===== config.mk =====
export PLATFORM = sky130hd
export DESIGN_NAME = sensor_stream_frame_parser_unit
export DESIGN_NICKNAME = d
export VERILOG_FILES = /design/src/hdl/ssfp_pkg.sv /design/src/hdl/ssfp_front.sv /design/src/hdl/ssfp_queue.sv /design/src/hdl/ssfp_back.sv /design/src/hdl/sensor_stream_frame_parser_unit.sv
export SDC_FILE = /design/constraint.sdc
export NUM_CORES = 1
export LEC_CHECK = 0
export BUFFER_PORTS_ARGS = -buffer_cell sky130_fd_sc_hd__buf_4
export CAP_MARGIN = 20
export CELL_PAD_IN_SITES_DETAIL_PLACEMENT = 1
export CELL_PAD_IN_SITES_GLOBAL_PLACEMENT = 1
export CORE_ASPECT_RATIO = 1.25
export CORE_UTILIZATION = 50
export DETAILED_ROUTE_END_ITERATION = 12
export MAX_ROUTING_LAYER = met4
export PLACE_DENSITY = 0.81
export SLEW_MARGIN = 20
export SYNTH_ARGS = -nofsm -noshare
export SYNTH_HDL_FRONTEND = slang
export SYNTH_HIERARCHICAL = 1
export SYNTH_SLANG_ARGS = --single-unit
export TNS_END_PERCENT = 50

===== constraint.sdc =====
create_clock -name clk -period 19.3 [get_ports clk]
set_input_delay 2.895 -clock clk [delete_from_list [all_inputs] [get_ports clk]]
set_output_delay 2.895 -clock clk [all_outputs]
set_load 0.01 [all_outputs]

===== src/hdl/ssfp_pkg.sv =====
// Shared types, constants and offset decode for the sensor stream frame parser.
`timescale 1ns / 1ps

package ssfp_pkg;

	localparam logic [7:0] HDR_BYTE    = 8'd19;
	localparam logic [7:0] MIN_PAYLOAD = 8'd52;
	localparam int         NUM_WORDS   = 8;
	localparam int         SLOT_W      = $clog2(NUM_WORDS);
	localparam int         FLAG_W      = 13;
	localparam int         QUEUE_DEPTH = 2;
	localparam int         QPTR_W      = $clog2(QUEUE_DEPTH);
	localparam int         QCNT_W      = $clog2(QUEUE_DEPTH + 1);

	// Payload offsets of status bytes
	localparam logic [7:0] OFF_BUMP    = 8'd0;
	localparam logic [7:0] OFF_FLAG_LO = 8'd1;
	localparam logic [7:0] OFF_FLAG_HI = 8'd6;
	localparam logic [7:0] OFF_BUTTON  = 8'd11;

	// Flag bit positions
	localparam int FLAG_BUMP_R  = 0;
	localparam int FLAG_BUMP_L  = 1;
	localparam int FLAG_PLAY    = 11;
	localparam int FLAG_ADVANCE = 12;

	// Frame status codes
	typedef enum logic [1:0] {
		STATUS_GOOD  = 2'd0,
		STATUS_CSUM  = 2'd1,
		STATUS_SHORT = 2'd2
	} status_t;

	// Parsed frame handed from the front to the back
	typedef struct packed {
		logic                    sum_ok;
		logic                    long_ok;
		logic [FLAG_W-1:0]       flags;
		logic [NUM_WORDS-1:0][15:0] words;
	} frame_rec_t;

	typedef struct packed {
		logic              hit;
		logic [SLOT_W-1:0] slot;
	} slot_hit_t;

	// Map a payload offset to the word slot whose high byte sits there
	function automatic slot_hit_t word_slot(input logic [7:0] off);
		slot_hit_t r;
		r.hit  = 1'b1;
		r.slot = '0;
		unique case (off)
			8'd12:   r.slot = SLOT_W'(0);
			8'd14:   r.slot = SLOT_W'(1);
			8'd22:   r.slot = SLOT_W'(2);
			8'd24:   r.slot = SLOT_W'(3);
			8'd44:   r.slot = SLOT_W'(4);
			8'd46:   r.slot = SLOT_W'(5);
			8'd48:   r.slot = SLOT_W'(6);
			8'd50:   r.slot = SLOT_W'(7);
			default: r.hit  = 1'b0;
		endcase
		return r;
	endfunction

endpackage


===== src/hdl/ssfp_front.sv =====
// Front end: frame sync, checksum, flag and word capture per received word.
`timescale 1ns / 1ps

module ssfp_front import ssfp_pkg::*; (
	input  logic       clk,
	input  logic       arst_n,
	input  logic       in_fire,
	input  logic [7:0] rx_byte,
	output logic       rec_valid,
	output frame_rec_t rec
);

	typedef enum logic [1:0] {
		PH_HUNT,
		PH_LEN,
		PH_DATA,
		PH_SUM
	} phase_t;

	phase_t                     phase_q;
	logic [7:0]                 left_q;
	logic [7:0]                 idx_q;
	logic [7:0]                 sum_q;
	logic [7:0]                 len_q;
	logic [FLAG_W-1:0]          flags_q;
	logic [7:0]                 hold_q;
	logic [NUM_WORDS-1:0][15:0] words_q;

	logic [7:0]  sum_next;
	slot_hit_t   hi_hit;
	slot_hit_t   lo_hit;
	logic        data_fire;

	assign sum_next  = sum_q + rx_byte;
	assign hi_hit    = word_slot(idx_q);
	assign lo_hit    = word_slot(idx_q - 8'd1);
	assign data_fire = in_fire && (phase_q == PH_DATA);

	// Emit the record when the checksum word arrives
	assign rec_valid     = in_fire && (phase_q == PH_SUM);
	assign rec.sum_ok    = (sum_next == 8'd0);
	assign rec.long_ok   = (len_q >= MIN_PAYLOAD);
	assign rec.flags     = flags_q;
	assign rec.words     = words_q;

	// Advance the parse state
	always_ff @(posedge clk or negedge arst_n) begin
		if (!arst_n) begin
			phase_q <= PH_HUNT;
			left_q  <= '0;
			idx_q   <= '0;
			sum_q   <= '0;
			len_q   <= '0;
			flags_q <= '0;
			hold_q  <= '0;
		end else if (in_fire) begin
			unique case (phase_q)
				PH_HUNT: begin
					if (rx_byte == HDR_BYTE) begin
						sum_q   <= HDR_BYTE;
						flags_q <= '0;
						phase_q <= PH_LEN;
					end
				end
				PH_LEN: begin
					sum_q   <= sum_next;
					left_q  <= rx_byte;
					len_q   <= rx_byte;
					idx_q   <= '0;
					phase_q <= (rx_byte == 8'd0) ? PH_SUM : PH_DATA;
				end
				PH_DATA: begin
					sum_q  <= sum_next;
					idx_q  <= idx_q + 8'd1;
					left_q <= left_q - 8'd1;
					if (left_q == 8'd1) begin
						phase_q <= PH_SUM;
					end
					// Capture status bytes into flag bits
					if (idx_q == OFF_BUMP) begin
						flags_q[4:0] <= rx_byte[4:0];
					end else if (idx_q >= OFF_FLAG_LO && idx_q <= OFF_FLAG_HI) begin
						if (rx_byte != 8'd0) begin
							flags_q[idx_q[3:0] + 4'd4] <= 1'b1;
						end
					end else if (idx_q == OFF_BUTTON) begin
						if (rx_byte[0]) begin
							flags_q[FLAG_PLAY] <= 1'b1;
						end
						if (rx_byte[2]) begin
							flags_q[FLAG_ADVANCE] <= 1'b1;
						end
					end
					if (hi_hit.hit) begin
						hold_q <= rx_byte;
					end
				end
				PH_SUM: begin
					phase_q <= PH_HUNT;
				end
				default: phase_q <= PH_HUNT;
			endcase
		end
	end

	// Store the low half of a big-endian word with its held high half
	always_ff @(posedge clk) begin
		if (data_fire && !hi_hit.hit && idx_q != 8'd0 && lo_hit.hit) begin
			words_q[lo_hit.slot] <= {hold_q, rx_byte};
		end
	end

endmodule


===== src/hdl/ssfp_queue.sv =====
// Short record queue between the front and the back.
`timescale 1ns / 1ps

module ssfp_queue import ssfp_pkg::*; (
	input  logic       clk,
	input  logic       arst_n,
	input  logic       wr_en,
	input  frame_rec_t wr_data,
	output logic       q_full,
	input  logic       rd_en,
	output logic       q_valid,
	output frame_rec_t rd_data
);

	frame_rec_t        mem_q [QUEUE_DEPTH];
	logic [QPTR_W-1:0] wr_ptr_q;
	logic [QPTR_W-1:0] rd_ptr_q;
	logic [QCNT_W-1:0] count_q;

	logic do_wr;
	logic do_rd;

	assign q_full  = (count_q == QCNT_W'(QUEUE_DEPTH));
	assign q_valid = (count_q != '0);
	assign do_wr   = wr_en && !q_full;
	assign do_rd   = rd_en && q_valid;
	assign rd_data = mem_q[rd_ptr_q];

	// Hold entries
	always_ff @(posedge clk) begin
		if (do_wr) begin
			mem_q[wr_ptr_q] <= wr_data;
		end
	end

	// Advance pointers and count
	always_ff @(posedge clk or negedge arst_n) begin
		if (!arst_n) begin
			wr_ptr_q <= '0;
			rd_ptr_q <= '0;
			count_q  <= '0;
		end else begin
			if (do_wr) begin
				wr_ptr_q <= (wr_ptr_q == QPTR_W'(QUEUE_DEPTH - 1)) ? '0 : wr_ptr_q + 1'b1;
			end
			if (do_rd) begin
				rd_ptr_q <= (rd_ptr_q == QPTR_W'(QUEUE_DEPTH - 1)) ? '0 : rd_ptr_q + 1'b1;
			end
			if (do_wr && !do_rd) begin
				count_q <= count_q + 1'b1;
			end else if (do_rd && !do_wr) begin
				count_q <= count_q - 1'b1;
			end
		end
	end

endmodule


===== src/hdl/ssfp_back.sv =====
// Back end: status, event edge detect and the result output register.
`timescale 1ns / 1ps

module ssfp_back import ssfp_pkg::*; (
	input  logic                clk,
	input  logic                arst_n,
	input  logic                q_valid,
	input  frame_rec_t          q_data,
	output logic                q_rd,
	input  logic                out_pop,
	output logic                out_valid,
	output logic [1:0]          frame_status,
	output logic [FLAG_W-1:0]   sensor_flags,
	output logic signed [15:0]  distance_mm,
	output logic signed [15:0]  angle_deg,
	output logic [15:0]         charge_raw,
	output logic [15:0]         capacity_raw,
	output logic signed [15:0]  drive_speed,
	output logic signed [15:0]  turn_radius,
	output logic signed [15:0]  right_wheel_speed,
	output logic signed [15:0]  left_wheel_speed,
	output logic                bump_event,
	output logic                play_event
);

	logic                       valid_q;
	logic                       bump_latch_q;
	logic                       play_latch_q;
	status_t                    status_q;
	logic [FLAG_W-1:0]          flags_q;
	logic [NUM_WORDS-1:0][15:0] words_q;
	logic                       bump_ev_q;
	logic                       play_ev_q;

	logic    good;
	logic    bump_now;
	logic    play_now;
	status_t status_d;

	assign q_rd     = q_valid && (!valid_q || out_pop);
	assign good     = q_data.sum_ok && q_data.long_ok;
	assign bump_now = q_data.flags[FLAG_BUMP_R] || q_data.flags[FLAG_BUMP_L];
	assign play_now = q_data.flags[FLAG_PLAY];

	// Checksum error wins over a short payload
	always_comb begin
		priority if (!q_data.sum_ok) begin
			status_d = STATUS_CSUM;
		end else if (!q_data.long_ok) begin
			status_d = STATUS_SHORT;
		end else begin
			status_d = STATUS_GOOD;
		end
	end

	// Track output occupancy and button latches
	always_ff @(posedge clk or negedge arst_n) begin
		if (!arst_n) begin
			valid_q      <= 1'b0;
			bump_latch_q <= 1'b0;
			play_latch_q <= 1'b0;
		end else begin
			if (q_rd) begin
				valid_q <= 1'b1;
			end else if (out_pop) begin
				valid_q <= 1'b0;
			end
			if (q_rd && good) begin
				bump_latch_q <= bump_now;
				play_latch_q <= play_now;
			end
		end
	end

	// Load result fields; zero flags, words and events on a bad frame
	always_ff @(posedge clk) begin
		if (q_rd) begin
			status_q  <= status_d;
			flags_q   <= good ? q_data.flags : '0;
			words_q   <= good ? q_data.words : '0;
			bump_ev_q <= good && bump_now && !bump_latch_q;
			play_ev_q <= good && play_now && !play_latch_q;
		end
	end

	assign out_valid         = valid_q;
	assign frame_status      = status_q;
	assign sensor_flags      = flags_q;
	assign distance_mm       = words_q[0];
	assign angle_deg         = words_q[1];
	assign charge_raw        = words_q[2];
	assign capacity_raw      = words_q[3];
	assign drive_speed       = words_q[4];
	assign turn_radius       = words_q[5];
	assign right_wheel_speed = words_q[6];
	assign left_wheel_speed  = words_q[7];
	assign bump_event        = bump_ev_q;
	assign play_event        = play_ev_q;

endmodule


===== src/hdl/sensor_stream_frame_parser_unit.sv =====
// Top level of the sensor stream frame parser: front, record queue, back.
// Throughput: one received word per cycle while full is low; each word is parsed in the cycle it is taken.
// A record enters the two-entry record queue when its checksum word is taken, and the
// output register takes it from the queue when that register is free.
// full follows the record queue; the output register reloads from it when empty or popped.
// Reset: arst_n clears parse state, queue and latches; captured words hold until written.
`timescale 1ns / 1ps

module sensor_stream_frame_parser_unit import ssfp_pkg::*; (
	input  logic               clk,
	input  logic               arst_n,
	input  logic               push,
	output logic               full,
	input  logic [7:0]         rx_byte,
	output logic               empty,
	input  logic               pop,
	output logic [1:0]         frame_status,
	output logic [12:0]        sensor_flags,
	output logic signed [15:0] distance_mm,
	output logic signed [15:0] angle_deg,
	output logic [15:0]        charge_raw,
	output logic [15:0]        capacity_raw,
	output logic signed [15:0] drive_speed,
	output logic signed [15:0] turn_radius,
	output logic signed [15:0] right_wheel_speed,
	output logic signed [15:0] left_wheel_speed,
	output logic               bump_event,
	output logic               play_event
);

	logic       in_fire;
	logic       rec_valid;
	frame_rec_t rec;
	logic       q_full;
	logic       q_valid;
	logic       q_rd;
	frame_rec_t q_data;
	logic       out_valid;

	assign full    = q_full;
	assign in_fire = push && !q_full;
	assign empty   = !out_valid;

	ssfp_front u_front (
		.clk       (clk),
		.arst_n    (arst_n),
		.in_fire   (in_fire),
		.rx_byte   (rx_byte),
		.rec_valid (rec_valid),
		.rec       (rec)
	);

	ssfp_queue u_queue (
		.clk     (clk),
		.arst_n  (arst_n),
		.wr_en   (rec_valid),
		.wr_data (rec),
		.q_full  (q_full),
		.rd_en   (q_rd),
		.q_valid (q_valid),
		.rd_data (q_data)
	);

	ssfp_back u_back (
		.clk               (clk),
		.arst_n            (arst_n),
		.q_valid           (q_valid),
		.q_data            (q_data),
		.q_rd              (q_rd),
		.out_pop           (pop),
		.out_valid         (out_valid),
		.frame_status      (frame_status),
		.sensor_flags      (sensor_flags),
		.distance_mm       (distance_mm),
		.angle_deg         (angle_deg),
		.charge_raw        (charge_raw),
		.capacity_raw      (capacity_raw),
		.drive_speed       (drive_speed),
		.turn_radius       (turn_radius),
		.right_wheel_speed (right_wheel_speed),
		.left_wheel_speed  (left_wheel_speed),
		.bump_event        (bump_event),
		.play_event        (play_event)
	);

endmodule


* After elaboration in Yosys (flattened, before gate mapping)
Memory sizes are Yosys's and may differ from the RTL's.
Cells that the tools add are included.
** Cells by class
- Add/subtract/negate cells :: 9
- Magnitude comparators :: 7
- Eq/ne operators :: 34
- Multiplexer cells :: 35
- Bitwise gates (word level) :: 1
- Reductions and logical operators :: 53
** Operators with widths (count)
- bitwise mux 128 bit :: 1
- equality test 8 x 6 -> 1 bit (second input constant) :: 8
- demux 16 bit (select 3 bit) :: 1
- one-hot mux 8 bit (2 select lines) :: 3
- equality test 8 x 4 -> 1 bit (second input constant) :: 5
- equality test 8 x 5 -> 1 bit (second input constant) :: 5
- 2-to-1 mux 13 bit :: 2
- one-hot mux 13 bit (2 select lines) :: 1
- zero test 8 bit :: 3
- one-hot mux 3 bit (7 select lines) :: 1
- logical AND 1 bit :: 20
- inequality test 3 bit (second input constant) :: 6
- 2-to-1 mux 16 bit :: 1
- 2-to-1 mux 8 bit :: 2
- nonzero test 8 bit :: 2
- OR reduction 8 bit :: 2
- subtractor 8 x 1 -> 8 bit (second input constant) :: 2
- 2-to-1 mux 2 bit :: 7
- AND reduction 7 bit :: 2
- OR 13 bit :: 1
- 2-to-1 mux 1 bit :: 12
- nonzero test 2 bit :: 6
- 2-to-1 mux 11 bit :: 1
- AND reduction 3 bit :: 3
- 28 further kinds :: 42
** Storage, ports and cells
- Bits in registers :: 335
- Memory bits (writable) :: 286
- Input bits :: 12
- Output and inout port bits :: 147
- Word-level logic and storage cells :: 176
- Memories kept :: 1
** Memories
- u_queue.mem_q :: words 2, bits a word 143, read ports 1, clocked after Yosys merged registers in 0, wr ports 1, line ssfp_queue.sv:15 : frame_rec_t mem_q [QUEUE_DEPTH];

* Longest topological paths before layout
Gate-level depths: netlist of the first run.
- Depth after elaboration :: 10
- Depth in mapped cells :: 11
- Mapped depth without buffers :: 10

* Modules after synthesis
The synthesis of the first run kept the hierarchy.
** Modules (own cells, without submodules)
- ssfp_queue :: instances 1, cells an instance 464, area each 10751.6 um2, seq. area each 8688.3 um2
- ssfp_front :: instances 1, cells an instance 502, area each 7353.3 um2, seq. area each 5170.0 um2
- ssfp_back :: instances 1, cells an instance 333, area each 5606.6 um2, seq. area each 4429.2 um2
- sensor_stream_frame_parser_unit :: instances 1, cells an instance 2, area each 17.5 um2, seq. area each 0.0 um2

* Worst setup path before layout of the first run
Ideal clock, no wire load.
- Kind :: input to register
- Start point :: input push
- End point :: memory u_queue/mem_q[0][0] in the netlist's numbering, enable pin
- Library setup time :: 647 ps
- Arrival time :: 9357 ps
- Path slack :: 9296 ps
- Cell stages on the path :: 5
- Path through :: nor2b_4 > clkbuf_8 > and2_1 > nand2_1 > nor2_1
** Between the ends
- Cells in the longest elaborated chain, start to end :: 5
** RTL lines
- start, declared :: line sensor_stream_frame_parser_unit.sv:12 : input logic push,
- logical AND 1 bit :: line sensor_stream_frame_parser_unit.sv:41 : assign in_fire = push && !q_full;
- logical AND 1 bit :: line ssfp_front.sv:40 : assign rec_valid = in_fire && (phase_q == PH_SUM);
- named net rec_valid :: line sensor_stream_frame_parser_unit.sv:32 : logic rec_valid;
- logical AND 1 bit :: line ssfp_queue.sv:25 : assign do_wr = wr_en && !q_full;
- 2-to-1 mux 1 bit :: line ssfp_queue.sv:31 : if (do_wr) begin
- 2-to-1 mux 1 bit (not written as such) :: line ssfp_queue.sv:32 : mem_q[wr_ptr_q] <= wr_data;
- end, declared :: line ssfp_queue.sv:15
The timed path passes the listed nets, and every way through them passes these cells.

* Worst setup path in the final report of the first run
- Start point :: input push
- End point :: memory u_queue/mem_q[0][139] in the netlist's numbering, enable pin
** Between the ends
- Cells in the longest elaborated chain, start to end :: 5
** RTL lines
- logical AND 1 bit :: line sensor_stream_frame_parser_unit.sv:41
- named net in_fire :: line sensor_stream_frame_parser_unit.sv:31 : logic in_fire;
- logical AND 1 bit :: line ssfp_front.sv:40
- named net rec_valid :: line sensor_stream_frame_parser_unit.sv:32
- logical AND 1 bit :: line ssfp_queue.sv:25
- 2-to-1 mux 1 bit :: line ssfp_queue.sv:31
- 2-to-1 mux 1 bit (not written as such) :: line ssfp_queue.sv:32
The timed path passes the listed nets, and every way through them passes these cells.

==> results of run 1 <==
[layout make-up]
class                           instances  share of cell area, %
Clock inverter                         33                   1.41
Multi-Input combinational cell        598                   18.2
Timing Repair Buffer                  172                   4.74
Clock buffer                           71                   5.49
Inverter                               18                  0.247
Tap cell                              630                   2.89
Sequential cell                       619                   67.0
[flip-flops by register name, summed over array words and instances (netlist names), 6 cells and up]
register,count
u_back/sensor_flags,13
u_front/idx_q,8
u_queue/mem_q,286
u_front/sum_q,8
u_back/turn_radius,16
u_back/angle_deg,16
u_front/hold_q,8
u_back/right_wheel_speed,16
u_back/charge_raw,16
u_front/flags_q,13
u_back/distance_mm,16
u_front/len_q,6
u_front/rec,128
u_back/drive_speed,16
u_back/left_wheel_speed,16
u_back/capacity_raw,16
u_front/left_q,8
[routing by layer]
| layer | global-route usage (%) | share of wire, % |
|---|---|---|
| met1 | 27.3 | 39 |
| met2 | 41.0 | 53 |
| met3 | 3.42 | 4.2 |
| met4 | 10.4 | 4.1 |
| met5 | - | 0 |
[per-stage QoR]
stage | cells | area, sq um
CTS | 2141 | 27300
finish | 2141 | 27300
global placement | 2037 | 25400
floorplan | 1301 | 23700
detailed placement | 2037 | 25400
global route | 2141 | 27300
[path summary, 6_finish.rpt]
| path | endpoint | start | depth (start not counted) |
|---|---|---|---|
| setup / recovery | u_queue/mem_q[0][139]$_DFFE_PP_ | push | 7 |
| hold / removal | u_queue/mem_q[1][14]$_DFFE_PP_ | u_front/rec[14]$_DFFE_PP_ | 0 |
| setup reg to reg | u_front/rec[76]$_DFFE_PP_ | u_front/idx_q[1]$_DFFE_PN0P_ | 8 |
| hold reg to reg | u_queue/mem_q[1][14]$_DFFE_PP_ | u_front/rec[14]$_DFFE_PP_ | 0 |
| max in group asynchronous | u_queue/rd_ptr_q$_DFFE_PN0P_ | arst_n | 1 |
| min in group asynchronous | u_front/sum_q[4]$_DFFE_PN0P_ | arst_n | 1 |
[worst max-delay path, cell delays in order]
cell	delay, ns
buf_4	0.08
nor2b_4	0.35
and2_1	0.21
nand2_1	0.13
nor2_4	0.10
buf_4	0.74
buf_4	0.94
[logic make-up after synthesis]
group                      count (synthesis)  share of synthesized area, %
and+or+nand+nor                          289                          7.36
xor gates and xnor gates                  13                         0.480
muxes                                    168                          8.89
AOI/OAI and AO/OA                        107                          2.97
adders and majority gates                 21                          1.14
DFF                                      619                          77.1
buffers and inverters                     84                          2.09
[cell usage after synthesis (all sizes together) (8+ instances only)]
cell type and count:
nor3 11, inv 18, and3 144, ha 20
edfxtp 559, nand2 38, a21oi 32, nor2 33
o21ai 22, a22o 8, clkbuf 25, buf 41
dfrtp 60, mux2i 9, xnor2 8, mux2 159
nand3 14
[report_power, final]
part	leakage [nW]	internal [mW]	total, mW	switching [mW]
clock	0.924	0.657	1.14	0.481
sequential	6.07	1.79	1.95	0.161
combinational	3.45	0.496	1.14	0.646
total	10.4	2.94	4.23	1.29
==> run summary, run 1 <==
vias after detailed routing - 12000
largest net degree at the start of global routing - 138
WL/cell - 25.8 um
DR pass1 iterations - 5
layout overhead on the synthesized area - 15.1%
Reg clk slew, reported paths - 0.06 ns
Setup Total Neg Slack - 0 ns
drt initial violations - 832
maxcap violations - 0
Synth area leaders - edfxtp_1 (71%), dfrtp_1 (6.3%), mux2_2 (4.7%), mux2_4 (3.9%), and3_1 (3.8%)
die area - 0.0483 sq mm
Post-Syn Area - 0.0237 sq mm
GRT Resource Usage Total - 23.6%
cell taking the most area after synthesis - edfxtp_1
dominant synthesized flop cell - edfxtp_1
commonest non-fill, non-tap cell in the layout - edfxtp_1
clk buf depth - 3
htree depth - 2
area of the multi-input gates - 0.00498 sq mm
post-synthesis net count - 1334
max_slew headroom - 25.1%
initial cell density of the core - 51.1%
Final Critical Period - 5.32 ns
Hold Crit Class - reg -> reg
VDD IR-drop max - 95.8 uV
total CTS buffers - 56
Final Util - 58.8%
total length of routed wires - 55.3 mm
clock sinks - 619
diode count - 0
Power Total - 4.23 mW
Worst Hold Slack - 0.439 ns
# hold bufs at CTS - 0
Synth Register Bits - 619
I/O Buffers - 158
CTS tree - built
Critical Path AT - 5.55 ns
register area share after synthesis - 77.1%
clk root buf - clkbuf_16
period utilization - 27.6%
Reg2Reg Setup Slack - 15.30 ns
DR vias/cell - 5.59
Setup CP Type - in -> reg
CP Max Fanout - 76
final net count - 1498
core area - 0.0465 sq mm
routability cong. - 0.836
Chip Width - 197 um
Routed Antenna Nets - 0
Worst EP required - 19.52 ns
dpl ws - 13.33 ns
syn avg cell area - 18.2 sq um
top cell type's share of synthesized area - 70.7%
cells after synthesis - 1301
Syn. warnings - 6
vias in the first global route - 13000
fin. max-slew vios - 0
aggregate global routing overflow - 0
Reg area - 0.0183 sq mm
final setup margin - 13.98 ns
initial antenna violation count - 0
site row count - 88
startpoint class of the critical path - input port
Max Clock Freq - 188 MHz
Clock Skews - 0.0281 ns
Post-DP HPWL - 32.9 mm
status - finished clean
# setup viols final - 0
Clock Latency Late Sink - 0.61 ns
Worst-Margin Slew - 1.12 ns
Ports - 159
first-pass GRT wire length - 81.2 mm
Hold Fails Final Rpt - 0
most frequent cells in the layout - edfxtp_1 (559), buf_4 (171), and3_1 (142), mux2_2 (96), mux2_4 (63)
Resize count post-CTS - 0
leakage power figure - 10.4 nW
Setup Buffers After CTS - 0
Power per Cell Area - 155 mW/mm^2
layout cells sized above 1 - 29.5%
Cell variety after synth - 75
unrepaired setup endpoints after global routing - false
DRC - 0
number of fillers in the final layout - 4165
Die Ht - 246 um
number of synthesized flops with an enable pin - 559
Critical Path End Type - flop
Async SR Flop Fraction - 9.69%
Note: power is estimated with default switching activity, not from simulation.
==> run 2: changes to the inputs <==
--- a/config.mk
+++ b/config.mk
@@ -10,10 +10,10 @@
 export CELL_PAD_IN_SITES_DETAIL_PLACEMENT = 1
 export CELL_PAD_IN_SITES_GLOBAL_PLACEMENT = 1
 export CORE_ASPECT_RATIO = 1.25
-export CORE_UTILIZATION = 50
+export CORE_UTILIZATION = 47
 export DETAILED_ROUTE_END_ITERATION = 12
 export MAX_ROUTING_LAYER = met4
-export PLACE_DENSITY = 0.81
+export PLACE_DENSITY = 0.79
 export SLEW_MARGIN = 20
 export SYNTH_ARGS = -nofsm -noshare
 export SYNTH_HDL_FRONTEND = slang
==> constraint.sdc (replaced) <==
create_clock -name clk -period 4.8 [get_ports clk]
set_input_delay 0.72 -clock clk [delete_from_list [all_inputs] [get_ports clk]]
set_output_delay 0.72 -clock clk [all_outputs]
set_load 0.01 [all_outputs]
==> run 2 against run 1 <==
  * Combinational power rose to 4.0 times the previous value
  * First-iteration DRC count fell by 0.72%
  * Hold slack lost 0.23 ns
  * Sequential share of layout area is 0.25 points lower
  * Die area rose by 6.3%
  * Highest routed layer unchanged
==> run summary, run 2 (synthesized netlist as in run 1, its figures left out) <==
Chip Width - 203 um (+3.1%)
Reg with most FFs - u_queue/mem_q
DR pass1 iterations - 5 (unchanged)
layout cells sized above 1 - 29.8% (+0.24 points)
placed cells - 2053 (+0.79%)
CP Max Fanout - 16 (-79%)
Clock Latency Late Sink - 0.61 ns (about the same)
core area - 0.0496 sq mm (+6.8%)
GRT Resource Usage Total - 21.0% (-2.7 points)
leakage power figure - 10.5 nW (+0.11%)
VDD IR-drop max - 466 uV (+390%)
Power per Cell Area - 620 mW/mm^2 (+300%)
Power Total - 17.0 mW (+300%)
number of fillers in the final layout - 4557 (+9.4%)
layout overhead on the synthesized area - 15.5%
# setup viols final - 0 (unchanged)
Final Critical Period - 3.92 ns
Worst EP required - 5.02 ns (-14.50 ns)
Reg clk slew, reported paths - 0.07 ns (about the same)
startpoint class of the critical path - flop
Ports - 159 (unchanged)
htree depth - 2 (unchanged)
max_slew headroom - 30.7% (+5.6 points)
Resize count post-CTS - 0 (unchanged)
Setup CP Type - reg -> reg
initial antenna violation count - 2 (+2)
Cell Area, Placed - 0.0255 sq mm (+0.17%)
diode count - 0 (unchanged)
Layout Cells excl Fill - 2160 (+0.89%)
# hold bufs at CTS - 0 (unchanged)
site row count - 91 (+3.4%)
initial cell density of the core - 47.8% (-3.3 points)
clock sinks - 619 (unchanged)
Critical Path End Type - flop
Post-DP HPWL - 31.7 mm (-3.7%)
aggregate global routing overflow - 0 (unchanged)
Reg2Reg Setup Slack - 0.88 ns (-14.42 ns)
first-pass GRT wire length - 77.2 mm (-4.9%)
Routed Antenna Nets - 0 (unchanged)
maxcap violations - 0 (unchanged)
fin. max-slew vios - 0 (unchanged)
I/O Buffers - 158 (unchanged)
die area - 0.0514 sq mm (+6.3%)
Hold Crit Class - in -> async
DR vias/cell - 5.47 (-2.2%)
vias after detailed routing - 11800 (-1.3%)
Critical Path AT - 4.14 ns (-1.41 ns)
Worst-Margin Slew - 1.04 ns (-0.0840 ns)
Die Ht - 253 um (+3.1%)
Clock Skews - 0.0175 ns (-0.0106 ns)
CTS tree - built
most frequent cells in the layout - edfxtp_1 (559), buf_4 (163), and3_1 (142), mux2_2 (96), mux2_4 (63)
total CTS buffers - 57 (+1.8%)
Setup Buffers After CTS - 0 (unchanged)
fin area - 0.0274 sq mm (+0.37%)
final net count - 1494 (-0.27%)
drt initial violations - 826 (-0.72%)
DRC - 0 (unchanged)
Hold Fails Final Rpt - 0 (unchanged)
Max Clock Freq - 255 MHz
WL/cell - 24.2 um (-6.2%)
unrepaired setup endpoints after global routing - false
clk root buf - clkbuf_16
clk buf depth - 3 (unchanged)
Largest register FFs - 286 (unchanged)
period utilization - 81.7%
status - finished clean
total length of routed wires - 52.4 mm (-5.3%)
commonest non-fill, non-tap cell in the layout - edfxtp_1
largest net degree at the start of global routing - 144 (+4.3%)
routability cong. - 0.818 (-2.2%)
vias in the first global route - 12600 (-3.1%)
-- run 2: final timing paths --
kind	from	to	cells past startpoint
max	u_front/idx_q[1]$_DFFE_PN0P_	u_front/rec[87]$_DFFE_PP_	7
min in group clk	u_front/rec[29]$_DFFE_PP_	u_queue/mem_q[1][29]$_DFFE_PP_	0
min reg2reg	u_front/rec[29]$_DFFE_PP_	u_queue/mem_q[1][29]$_DFFE_PP_	0
min	arst_n	u_front/len_q[7]$_DFFE_PN0P_	1
max in group asynchronous	arst_n	u_queue/rd_ptr_q$_DFFE_PN0P_	1
max reg2reg	u_front/idx_q[1]$_DFFE_PN0P_	u_front/rec[87]$_DFFE_PP_	7
-- run 2: critical path: stages, from the launching register on --
cell and delay, ns:
dfrtp_1 0.50, inv_1 0.19, ha_1 0.50, nor3b_4 0.43
a31oi_1 0.27, nor4bb_1 0.56, a21oi_1 0.24, nor2_2 0.83
-- run 2: cell type report --
cell class / instances / area, sq um / share of cell area, %
Clock buffer: 65 / 1470 / 5.35
Clock inverter: 42 / 477 / 1.74
Inverter: 18 / 67.6 / 0.247
Multi-Input combinational cell: 598 / 4980 / 18.2
Sequential cell: 619 / 18300 / 66.7
Tap cell: 651 / 815 / 2.97
Timing Repair Buffer: 167 / 1300 / 4.76
-- run 2: report_power, final --
group          switching (mW)  internal, mW  total, mW
Clock                    1.96          2.69       4.65
Sequential              0.606          7.18       7.78
Combinational            2.54          2.01       4.55
-- run 2: layer usage --
layer | global-route usage, % | vias up | wire (um)
met5 | - | - | 0
met1 | 24.3 | 6119 | 21000
met4 | 7.67 | 0 | 1640
met3 | 2.82 | 92 | 1910
li1 | - | 5333 | -
met2 | 37.1 | 278 | 27800
-- run 2: metrics by stage --
stage	util (%)	setup slack [ns]	TNS (ns)	hold WS (ns)
5_1_grt	55.2	0.580	0	0.252
2_1_floorplan	-	-0.199	-28.50	0.421
3_3_place_gp	51.3	1.30	0	0.422
3_5_place_dp	51.3	1.01	0	0.431
4_1_cts	55.2	0.912	0	0.220
6_report	55.2	0.880	0	0.211
==> run 3: changes to the inputs <==
==> constraint.sdc (replaced) <==
create_clock -name clk -period 3.25 [get_ports clk]
set_input_delay 0.4875 -clock clk [delete_from_list [all_inputs] [get_ports clk]]
set_output_delay 0.4875 -clock clk [all_outputs]
set_load 0.01 [all_outputs]
==> run 3 against run 2 <==
  * First-iteration DRC count fell by 11%
  * Critical path type unchanged
  * Final area grew 0.72%
  * Worst setup slack lost 0.70 ns
  * Largest cell class unchanged
==> run summary, run 3 (synthesized netlist as in run 1, its figures left out) <==
status - finished clean
Ports - 159 (unchanged)
clk root buf - clkbuf_16
Post-DP HPWL - 33.6 mm (+6.0%)
drt initial violations - 738 (-11%)
maxcap violations - 0 (unchanged)
Hold Fails Final Rpt - 0 (unchanged)
Clock Latency Late Sink - 0.62 ns (about the same)
vias after detailed routing - 12000 (+1.1%)
commonest non-fill, non-tap cell in the layout - edfxtp_1
core area - 0.0496 sq mm (unchanged)
Max Clock Freq - 326 MHz (+28%)
total CTS buffers - 57 (unchanged)
startpoint class of the critical path - flop
Reg with most FFs - u_queue/mem_q
CP Max Fanout - 16 (unchanged)
area of the multi-input gates - 0.00500 sq mm (+0.25%)
final net count - 1525 (+2.1%)
Worst EP required - 3.54 ns (-1.48 ns)
site row count - 91 (unchanged)
layout overhead on the synthesized area - 16.3%
dpl ws - 0.243 ns (-0.767 ns)
total length of routed wires - 53.9 mm (+3.0%)
htree depth - 2 (unchanged)
leakage power figure - 10.6 nW (+1.1%)
largest net degree at the start of global routing - 93 (-35%)
VDD IR-drop max - 535 uV (+15%)
Worst-Margin Slew - 0.834 ns (-0.206 ns)
Critical Path End Type - flop
DR vias/cell - 5.46 (-0.29%)
Die Ht - 253 um (unchanged)
Clock Skews - 0.0231 ns (+0.00558 ns)
routability cong. - 0.818 (about the same)
layout cells sized above 1 - 30.6% (+0.85 points)
initial cell density of the core - 47.8% (unchanged)
unrepaired setup endpoints after global routing - false
fin. max-slew vios - 0 (unchanged)
Routed Antenna Nets - 0 (unchanged)
Power Total - 25.1 mW (+48%)
DR pass1 iterations - 4 (-1)
first-pass GRT wire length - 80.7 mm (+4.5%)
clk buf depth - 3 (unchanged)
final setup margin - 0.182 ns (-0.698 ns)
initial antenna violation count - 0 (-2)
# setup viols final - 0 (unchanged)
vias in the first global route - 12800 (+1.5%)
max_slew headroom - 44.4% (+14 points)
Chip Width - 203 um (unchanged)
die area - 0.0514 sq mm (unchanged)
Setup CP Type - reg -> reg
Hold Crit Class - in -> reg
R2R cell count - 9 (+2)
GRT Resource Usage Total - 21.9% (+0.95 points)
DRC - 0 (unchanged)
diode count - 0 (unchanged)
Largest register FFs - 286 (unchanged)
clock sinks - 619 (unchanged)
period utilization - 94.4% (+13 points)
Reg clk slew, reported paths - 0.06 ns (about the same)
WL/cell - 24.6 um (+1.6%)
hold path cells - 3
I/O Buffers - 158 (unchanged)
Power per Cell Area - 910 mW/mm^2 (+47%)
aggregate global routing overflow - 0 (unchanged)
number of fillers in the final layout - 4575 (+0.39%)
Final Critical Period - 3.07 ns (-0.852 ns)
CTS tree - built
Critical Path AT - 3.36 ns (-0.78 ns)
Reg area - 0.0183 sq mm (unchanged)
most frequent cells in the layout - edfxtp_1 (559), buf_4 (189), and3_1 (142), mux2_2 (96), mux2_4 (63)
[run 3: cell types whose count changed in the layout (fill, tap and decap cells not counted), sizes merged]
cell,change
buf,+30
bufinv,-4
clkbuf,+7
clkinv,-5
dlygate4sd3,+1
inv,+1
[run 3: area by class of cell]
| cell class | count | share of cell area, % |
|---|---|---|
| Sequential cell | 619 | 66.3 |
| Inverter | 18 | 0.254 |
| Clock buffer | 72 | 5.44 |
| Multi-Input combinational cell | 598 | 18.1 |
| Tap cell | 651 | 2.95 |
| Timing Repair Buffer | 198 | 5.76 |
| Clock inverter | 34 | 1.22 |
[run 3: layer usage]
layer | part of all wire (%) | global-route usage [%] | wire length, um | up-vias
met5 | 0 | - | 0 | -
met4 | 2.4 | 6.60 | 1310 | 0
met3 | 4.0 | 3.01 | 2150 | 78
met2 | 54 | 38.6 | 29000 | 298
met1 | 40 | 26.1 | 21500 | 6183
li1 | - | - | - | 5393
[run 3: critical path: stages (launching register included)]
cell and delay [ns]:
dfrtp_1 0.48, inv_1 0.19, ha_1 0.28, nor3b_4 0.30, mux2i_1 0.31, o2111ai_1 0.23, nor3_1 0.38, nand2b_1 0.15
nor2_1 0.12, buf_4 0.28
[run 3: worst paths after layout]
check,startpoint,to,slack [ns]
min in group asynchronous,arst_n,u_front/sum_q[1]$_DFFE_PN0P_,0.52
worst max register to register,u_front/idx_q[0]$_DFFE_PN0P_,u_front/rec[72]$_DFFE_PP_,0.18
max in group asynchronous,arst_n,u_queue/rd_ptr_q$_DFFE_PN0P_,2.09
worst max-delay path,u_front/idx_q[0]$_DFFE_PN0P_,u_front/rec[72]$_DFFE_PP_,0.18
worst min-delay path,pop,u_back/out_valid$_DFFE_PN0P_,0.26
worst min register to register,u_front/rec[43]$_DFFE_PP_,u_queue/mem_q[1][43]$_DFFE_PP_,0.44
[run 3: where the power goes]
group | switching (mW) | leakage [nW] | internal, mW | total, mW
registers | 0.779 | 6.07 | 10.6 | 11.4
clock network | 2.89 | 0.888 | 3.70 | 6.59
logic | 4.00 | 3.61 | 3.15 | 7.15
[run 3: repair_timing]
action	CTS	global route
hold buffers	1	0
hold endpoints to repair	57	0
endpoints found under the setup margin	0	48
buffers inserted	0	1
gates resized for setup	0	0
[run 3: metrics by stage]
step / cell area, sq um / hold WS (ns) / util, % / setup TNS [ns] / std cells
floorplan: 23800 / 0.192 / - / -54.48 / 1301
detailed placement: 25700 / 0.433 / 51.9 / 0 / 2082
finish: 27600 / 0.255 / 55.6 / 0 / 2190
CTS: 27600 / 0.220 / 55.6 / 0 / 2189
global route: 27600 / 0.245 / 55.6 / 0 / 2190
global placement: 25700 / 0.422 / 51.9 / 0 / 2082
